## config.mk

```make
export PLATFORM = sky130hd
export DESIGN_NAME = sorted_priority_queue_flat
export DESIGN_NICKNAME = d
export VERILOG_FILES = /design/src/hdl/spq_pkg.sv /design/src/hdl/spq_if.sv /design/src/hdl/sorted_priority_queue.sv /design/src/hdl/spq_cell.sv /design/src/flat_wrapper.sv
export SDC_FILE = /design/constraint.sdc
export NUM_CORES = 2
export LEC_CHECK = 0
export BUFFER_PORTS_ARGS = -buffer_cell sky130_fd_sc_hd__buf_4
export CORE_ASPECT_RATIO = 0.6
export CORE_MARGIN = 2
export CORE_UTILIZATION = 50
export CTS_BUF_LIST = sky130_fd_sc_hd__clkbuf_2 sky130_fd_sc_hd__clkbuf_4 sky130_fd_sc_hd__clkbuf_8
export DETAILED_ROUTE_END_ITERATION = 10
export PLACE_DENSITY = 0.7
export SETUP_SLACK_MARGIN = 0.3
export SYNTH_ARGS = -nofsm -noshare
export SYNTH_HDL_FRONTEND = slang
export SYNTH_HIERARCHICAL = 1
export SYNTH_SLANG_ARGS = --single-unit
```

## constraint.sdc

```tcl
create_clock -name clk -period 9.2 [get_ports clk]
set_clock_uncertainty 0.2 [all_clocks]
set_input_delay 0.46 -clock clk [delete_from_list [all_inputs] [get_ports clk]]
set_output_delay 0.46 -clock clk [all_outputs]
set_load 0.05 [all_outputs]
```

## src/hdl/spq_pkg.sv

```systemverilog
// package for the sorted priority queue: depth, widths, beat types, codes
// no dependencies
`default_nettype none
package spq_pkg;
	localparam int unsigned QUEUE_DEPTH = 16;
	localparam int unsigned CNT_W = $clog2(QUEUE_DEPTH + 1);
	localparam int unsigned DATA_W = 32;
	localparam int unsigned PRIO_W = 8;
	localparam int unsigned FILL_W = 5;

	localparam logic REQ_PUSH = 1'b0;
	localparam logic REQ_POP = 1'b1;

	typedef enum logic [1:0] {
		ST_PUSHED = 2'd0,
		ST_POPPED = 2'd1,
		ST_POP_EMPTY = 2'd2,
		ST_PUSH_FULL = 2'd3
	} status_t;

	typedef struct packed {
		logic req_type;
		logic signed [DATA_W-1:0] item_data;
		logic [PRIO_W-1:0] item_priority;
	} req_t;

	typedef struct packed {
		status_t status;
		logic signed [DATA_W-1:0] popped_data;
		logic [PRIO_W-1:0] popped_priority;
		logic [FILL_W-1:0] fill_count;
	} rsp_t;

	typedef struct packed {
		logic [DATA_W-1:0] data;
		logic [PRIO_W-1:0] prio;
	} entry_t;

	typedef struct packed {
		logic push;
		logic pop;
	} cell_ctl_t;
endpackage
`default_nettype wire

```

## src/hdl/spq_if.sv

```systemverilog
// valid/ready channel interfaces for request and response beats
// depends on spq_pkg
`default_nettype none
interface spq_req_if;
	logic valid;
	logic ready;
	spq_pkg::req_t payload;
	modport source (output valid, output payload, input ready);
	modport sink (input valid, input payload, output ready);
endinterface

interface spq_rsp_if;
	logic valid;
	logic ready;
	spq_pkg::rsp_t payload;
	modport source (output valid, output payload, input ready);
	modport sink (input valid, input payload, output ready);
endinterface
`default_nettype wire

```

## src/hdl/sorted_priority_queue.sv

```systemverilog
// sorted priority queue top: row of spq_cell slots, count, two-deep response buffer
// depends on spq_pkg, spq_if, spq_cell
// the response beat is registered in out_q, or in skid_q while the output beat stalls
// throughput: one push or pop per cycle while skid_q is empty; every cell compares
// against the new priority in parallel and shifts by one slot in the same cycle
// reset clears the entry count and the response buffer; slot contents are undefined
`default_nettype none
module sorted_priority_queue (
	input wire logic clk,
	input wire logic arst_n,
	spq_req_if.sink req,
	spq_rsp_if.source rsp
);
	localparam int unsigned D = spq_pkg::QUEUE_DEPTH;

	logic [spq_pkg::CNT_W-1:0] count_q;
	logic accept;
	logic full;
	logic empty;
	logic is_pop;
	spq_pkg::cell_ctl_t ctl;
	spq_pkg::entry_t new_ent;
	spq_pkg::entry_t ent [D];
	logic ge [D];
	logic [spq_pkg::CNT_W-1:0] count_nxt;
	spq_pkg::rsp_t res;

	spq_pkg::rsp_t out_q;
	spq_pkg::rsp_t skid_q;
	logic out_vld_q;
	logic skid_vld_q;
	logic take;

	assign req.ready = !skid_vld_q;
	assign accept = req.valid && req.ready;
	assign full = (count_q == spq_pkg::CNT_W'(D));
	assign empty = (count_q == '0);
	assign is_pop = (req.payload.req_type == spq_pkg::REQ_POP);
	assign ctl.push = accept && !is_pop && !full;
	assign ctl.pop = accept && is_pop && !empty;
	assign new_ent.data = req.payload.item_data;
	assign new_ent.prio = req.payload.item_priority;

	for (genvar i = 0; i < D; i++) begin : g_cell
		logic occ;
		logic lge;
		spq_pkg::entry_t lent;
		spq_pkg::entry_t rent;
		assign occ = (spq_pkg::CNT_W'(i) < count_q);
		if (i == 0) begin : g_first
			assign lge = 1'b1;
			assign lent = new_ent;
		end else begin : g_mid
			assign lge = ge[i-1];
			assign lent = ent[i-1];
		end
		if (i == D - 1) begin : g_last
			assign rent = ent[i];
		end else begin : g_inner
			assign rent = ent[i+1];
		end
		spq_cell u_cell (
			.clk(clk),
			.ctl(ctl),
			.occ(occ),
			.left_ge(lge),
			.new_ent(new_ent),
			.left_ent(lent),
			.right_ent(rent),
			.ent(ent[i]),
			.ge(ge[i])
		);
	end

	always_comb begin
		count_nxt = count_q;
		res.popped_data = '0;
		res.popped_priority = '0;
		if (is_pop) begin
			if (empty) begin
				res.status = spq_pkg::ST_POP_EMPTY;
			end else begin
				res.status = spq_pkg::ST_POPPED;
				res.popped_data = ent[0].data;
				res.popped_priority = ent[0].prio;
				count_nxt = count_q - 1'b1;
			end
		end else begin
			if (full) begin
				res.status = spq_pkg::ST_PUSH_FULL;
			end else begin
				res.status = spq_pkg::ST_PUSHED;
				count_nxt = count_q + 1'b1;
			end
		end
		res.fill_count = spq_pkg::FILL_W'(count_nxt);
	end

	always_ff @(posedge clk or negedge arst_n) begin
		if (!arst_n) begin
			count_q <= '0;
		end else if (accept) begin
			count_q <= count_nxt;
		end
	end

	assign take = out_vld_q && rsp.ready;
	assign rsp.valid = out_vld_q;
	assign rsp.payload = out_q;

	always_ff @(posedge clk or negedge arst_n) begin
		if (!arst_n) begin
			out_vld_q <= 1'b0;
			skid_vld_q <= 1'b0;
		end else if (take) begin
			if (skid_vld_q) begin
				skid_vld_q <= 1'b0;
			end else begin
				out_vld_q <= accept;
			end
		end else if (!out_vld_q) begin
			out_vld_q <= accept;
		end else if (accept) begin
			skid_vld_q <= 1'b1;
		end
	end

	always_ff @(posedge clk) begin
		if (take) begin
			out_q <= skid_vld_q ? skid_q : res;
		end else if (!out_vld_q) begin
			out_q <= res;
		end else if (accept) begin
			skid_q <= res;
		end
	end
endmodule
`default_nettype wire

```

## src/hdl/spq_cell.sv

```systemverilog
// one slot of the sorted chain: holds an entry, shifts right on insert, left on pop
// depends on spq_pkg
`default_nettype none
module spq_cell (
	input wire logic clk,
	input wire spq_pkg::cell_ctl_t ctl,
	input wire logic occ,
	input wire logic left_ge,
	input wire spq_pkg::entry_t new_ent,
	input wire spq_pkg::entry_t left_ent,
	input wire spq_pkg::entry_t right_ent,
	output spq_pkg::entry_t ent,
	output logic ge
);
	spq_pkg::entry_t ent_q;

	assign ent = ent_q;
	assign ge = occ && (ent_q.prio >= new_ent.prio);

	always_ff @(posedge clk) begin
		if (ctl.push && !ge) begin
			ent_q <= left_ge ? new_ent : left_ent;
		end else if (ctl.pop) begin
			ent_q <= right_ent;
		end
	end
endmodule
`default_nettype wire

```

## src/flat_wrapper.sv

```systemverilog
// flat-port wrapper written by rule: the top's interface ports become plain ports
module sorted_priority_queue_flat 
  (clk, arst_n, req_valid, req_payload, req_ready, rsp_valid, rsp_payload, rsp_ready);
  spq_req_if req_i ();
  spq_rsp_if rsp_i ();
  input wire logic clk;
  input wire logic arst_n;
  input wire logic [$bits(req_i.valid)-1:0] req_valid;
  input wire logic [$bits(req_i.payload)-1:0] req_payload;
  output wire logic [$bits(req_i.ready)-1:0] req_ready;
  output wire logic [$bits(rsp_i.valid)-1:0] rsp_valid;
  output wire logic [$bits(rsp_i.payload)-1:0] rsp_payload;
  input wire logic [$bits(rsp_i.ready)-1:0] rsp_ready;
  assign req_i.valid = req_valid;
  assign req_i.payload = req_payload;
  assign req_ready = req_i.ready;
  assign rsp_valid = rsp_i.valid;
  assign rsp_payload = rsp_i.payload;
  assign rsp_i.ready = rsp_ready;
  sorted_priority_queue u_core (.clk(clk), .arst_n(arst_n), .req(req_i), .rsp(rsp_i));
endmodule
```

======== Word level (Yosys, flattened, before mapping) ========
Cells that the tools add are included.
operators by class
  $lt $le $gt $ge ......................... 32
  bitwise gates (word level) .............. 1
  reductions and logical operators ........ 78
  mux-type cells .......................... 62
  $add $sub $neg .......................... 2
  eq/ne operators ......................... 3
operator list
  operator               count
  $mux W40               47
  $mux W47               3
  $ge A8 B8 Y1           16
  $lt A4 B5 Y1 const A   8
  $logic_and A1 B1 Y1    38
  $reduce_bool A2 Y1     17
  $logic_not A1 Y1       20
  $lt A3 B5 Y1 const A   4
  $mux W5                3
  $lt A1 B5 Y1 const A   2
  $lt A2 B5 Y1 const A   2
  $mux W1                6
  $mux W2                3
  $add A5 B1 Y5 const B  1
  $eq A5 B5 Y1 const B   1
  $logic_not A5 Y1       1
  $sub A5 B1 Y5 const B  1
  $ne A2 B2 Y1 const B   2
  $reduce_and A3 Y1      1
  $reduce_and A2 Y1      1
  $not A1 Y1             1
word-level totals
  bits in registers ....................... 741
  input port bits ......................... 45
  logic and storage cells ................. 221
  output and inout port bits .............. 49

======== Logic depth before layout (Yosys ltp) ========
  depth in word-level cells ............... 6
  gate-level depth with buffers ........... 12
  depth with buffers taken out ............ 10

======== Hierarchy ========
The synthesis kept the hierarchy.
modules (own cells, without submodules)
  module                                  area an instance (sq um)  cells each  sequential area each (sq um)  instances
  spq_cell (u_core.g_cell[1].u_cell ...)  2,613.8                   161         1,201.2                       9
  spq_cell (u_core.g_cell[0].u_cell ...)  2,593.7                   162         1,201.2                       7
  sorted_priority_queue                   4,428.0                   298         2,997.9                       1

======== Worst setup path before layout ========
OpenSTA, ideal clock, no wires.
  kind .................................... flip-flop to flip-flop
  start ................................... register u_core.out_vld_q, in the netlist u_core/rsp.valid
  end ..................................... register u_core/skid_q[0] (netlist bit), enable pin
  path slack .............................. 4.530 ns
  library setup time ...................... 0.451 ns
  path buffers ............................ 0
  data required time ...................... 8.549 ns
  arrival ................................. 4.019 ns
  clock period less this slack ............ 4.670 ns
  stages on the path, launching flop included .. 3
  cell sequence ........................... dfrtp_1 nand2b_1 nor2_1
on the way
  cells in the longest elaborated chain, start to end .. 3
ends and longest elaborated chain
  element                          line                          source
  start, declared                  sorted_priority_queue.sv:30   logic out_vld_q;
  start signal, assigned           sorted_priority_queue.sv:119  out_vld_q <= accept;
  start signal, assigned           sorted_priority_queue.sv:122  out_vld_q <= accept;
  $logic_and A1 B1 Y1              sorted_priority_queue.sv:107  assign take = out_vld_q && rsp.ready;
  $not A1 Y1 (no line)             -
  $reduce_and A3 Y1 (no line) (*)  -
  end signal, assigned             sorted_priority_queue.sv:134  skid_q <= res;
  end, declared                    sorted_priority_queue.sv:29   spq_pkg::rsp_t skid_q;
Mark *: on every way between the ends. The rest lies on a longest branch, timed or not.
A chain may end at the register's enable or synchronous reset.

==> key figures <==
Status
  • Status: finished, final reports clean

Placed design
  • Port buffer count: 93
  • Post-DP HPWL: 75800 um
  • # placed instances: 4072
  • Global placement routability congestion: 0.864

Timing
  • Worst Tran Pin Value: 1.32 ns
  • Setup Viol. Count Final: 0
  • Minimum clock period: 4.98 ns
  • Relative slew slack: 11.5%
  • RSZ-0062 raised after global routing: no
  • Fin crit share: 54.1%
  • TNS Setup: 0 ns
  • Fmax: 201 MHz
  • Slew Viols, Final: 0
  • Final-report hold violation count: 0

Cells and area
  • Synthesis-to-finish area growth: 6.83%
  • Share of cells above drive strength 1: 56.4%
  • Number of fill cells: 7203
  • Non-filler cells, final: 4283
  • Nets: 3138

Pwr
  • Combinational share of power: 47.9%
  • Worst IR drop on VDD: 0.246 mV
  • Sw frac: 33.8%
  • PD cells: 387 mW/mm2
  • Clk network pwr share: 14.1%
  • Share of power burned in registers: 38.0%
  • Internal power: 12.6 mW
  • Psw: 6.45 mW
  • Leakage power: 18.9 nW

Min path
  • Min-Delay Startpoint: req_payload[30]
  • Hold path cells: 3
  • Worst Hold Endpoint: u_core/g_cell[0].u_cell/ent[30]
  • Hold Crit Class: input pin to flop

Drt
  • First drt pass iteration count: 5
  • DRC: 0
  • DR vias/cell: 5.70
  • Routed wire length: 101000 um
  • ANT nets after route: 0
  • Wire per inst: 23.5 um
  • Initial drt markers: 2006
  • Detailed-route via count: 24400

Clocking
  • Cts hold-fix bufs: 6
  • Clock transition at path regs: 0.07 ns
  • Clock tree buffer depth: 3
  • Post CTS Setup Buffer Count: 0
  • CTS sink cnt: 741
  • H-tree depth: 3
  • Worst-Skew Late Latency: 0.80 ns
  • CTS root buf: clkbuf_8
  • CTS Buf Count: 113
  • CTS tree: done
  • Post-CTS Resized: 0

Yosys
  • Syn Std Cell Area: 0.0461 mm2
  • Synth warnings: 6
  • Post-synthesis cell count: 2878
  • Syn Area/Cell: 16.0 um2

Floorplan
  • Die Height: 239 um
  • Die footprint: 0.0947 mm2
  • I/O pin cnt: 94
  • Core Box Area: 0.0916 mm2
  • Initial Util: 50.3%
  • Number of core rows: 86
  • Die width: 396 um

Setup path
  • Worst-path fanout max: 41
  • Crit path kind: flop to flop
  • CP delay by family, top: simple AND/OR/NAND/NOR gates
  • CP required: 9.38 ns
  • Critical path arrival: 5.16 ns
  • Slowest CP cell: or2_2
  • Worst R2R Path Depth: 11
  • Worst path depth: 11
  • Buffers and inverters on the worst path: 3
  • CP Cell Sequence: inv_1 -> ha_1 -> nor3b_1 -> a21oi_1 -> and2_2 -> buf_4 -> inv_1 -> a2111oi_2 -> a21oi_1 -> nand2_4 -> or2_2
  • Critical R2R Launch: u_core/count_q[1]
  • RR Endpoint: u_core/g_cell[15].u_cell/ent[25]
  • Critical Path End Type: flop
  • R2r setup slk: 4.22 ns
  • Slowest Stage Delay on Critical Path: 0.89 ns
  • Startpoint types: flop

Global routing
  • GR Util All Layers: 21.0%
  • GR Overflow Total: 0
  • Global-route wire length before repair: 154000 um
  • Vias in the first global route: 24100
  • Initial antenna violation count: 4
  • Largest net degree at the start of global routing: 55

Run
  • Max_cap viols: 0
-- worst register-to-register path, stage by stage, from the launching register on --
cell       delay (ns)
dfrtp_1          0.51
inv_1            0.16
ha_1             0.27
nor3b_1          0.19
a21oi_1          0.32
and2_2           0.22
buf_4            0.50
inv_1            0.22
a2111oi_2        0.31
a21oi_1          0.12
nand2_4          0.61
or2_2            0.90
-- final cells by class --
type                       count  area, um2  share of cell area, %
sequential                   741      22200                   45.1
antenna                        3       7.51                 0.0152
clock buffer                 156       1880                   3.83
inverter                     178        668                   1.36
clock inverter                46        272                  0.551
timing repair buffer         114        871                   1.77
multi-input combinational   1813      21800                   44.2
tap                         1232       1540                   3.13
-- worst max path at each step --
stage / slack, ns / endpoint / start
floorplan: 4.53 / u_core/skid_q[0] / u_core/rsp.valid
global placement: 4.55 / u_core/g_cell[15].u_cell/ent[22] / u_core/count_q[0]
detailed placement: 4.37 / u_core/g_cell[15].u_cell/ent[22] / u_core/count_q[0]
CTS: 4.30 / u_core/g_cell[15].u_cell/ent[39] / u_core/count_q[0]
global route: 3.96 / u_core/g_cell[15].u_cell/ent[23] / u_core/count_q[1]
finish: 4.22 / u_core/g_cell[15].u_cell/ent[25] / u_core/count_q[1]
-- flip-flops by register name, summed over array words and instances (netlist names) --
signal and cells:
u_core/g_cell.u_cell/ent 640, u_core/rsp.payload 47, u_core/skid_q 47, u_core/count_q 5
u_core/rsp.valid 1, u_core/skid_vld_q 1
-- through the flow --
stage	area [um2]	util, %	hold WS [ns]	total power, mW	setup WS, ns
after floorplan	46100	-	-0.0356	14.5	4.53
after global placement	47000	51.3	0.0855	15.9	4.55
after detailed placement	47000	51.3	0.0894	16.3	4.37
after CTS	49200	53.8	0.0809	19.0	4.30
after global routing	49200	53.8	0.110	20.0	3.96
final	49200	53.8	0.166	19.0	4.22
-- cell usage in the layout (no fill, tap or decap), types with 6 or more instances in the layout --
cell type      instances
edfxtp_1             734
mux2_2               707
mux2_4               624
inv_1                178
ha_1                 132
clkbuf_8             114
buf_4                108
clkbuf_4              42
and3_1                41
o21ai_0               41
clkinv_1              28
a21oi_4               24
a21oi_1               21
nand2_1               20
nand2b_1              18
a211oi_2              18
a211o_1               17
o21a_1                16
and4_1                16
nand2_4               16
or2_2                 16
nor2_1                13
clkinv_2               9
o21ai_2                9
o2111ai_2              9
dfrtp_1                7
a211oi_1               7
a2111oi_2              7
o2111ai_1              7
dlygate4sd3_1          6
-- routing by layer --
layer,vias to the layer above,GRT usage [%],wire length (um)
li1,11200,-,-
met4,0,4.16,1350
met5,-,0,0
met3,117,4.47,7950
met1,12100,36.5,55600
met2,951,25.2,35800
-- power by group through the flow --
stage               registers [mW]  logic, mW  clock network, mW
CTS                           7.21       9.08               2.75
global placement              7.23       8.66                  0
detailed placement            7.28       9.05                  0
finish                        7.23       9.12               2.69
floorplan                     6.95       7.57                  0
global route                  7.39       9.70               2.90
(Power assumes the default switching activity.)
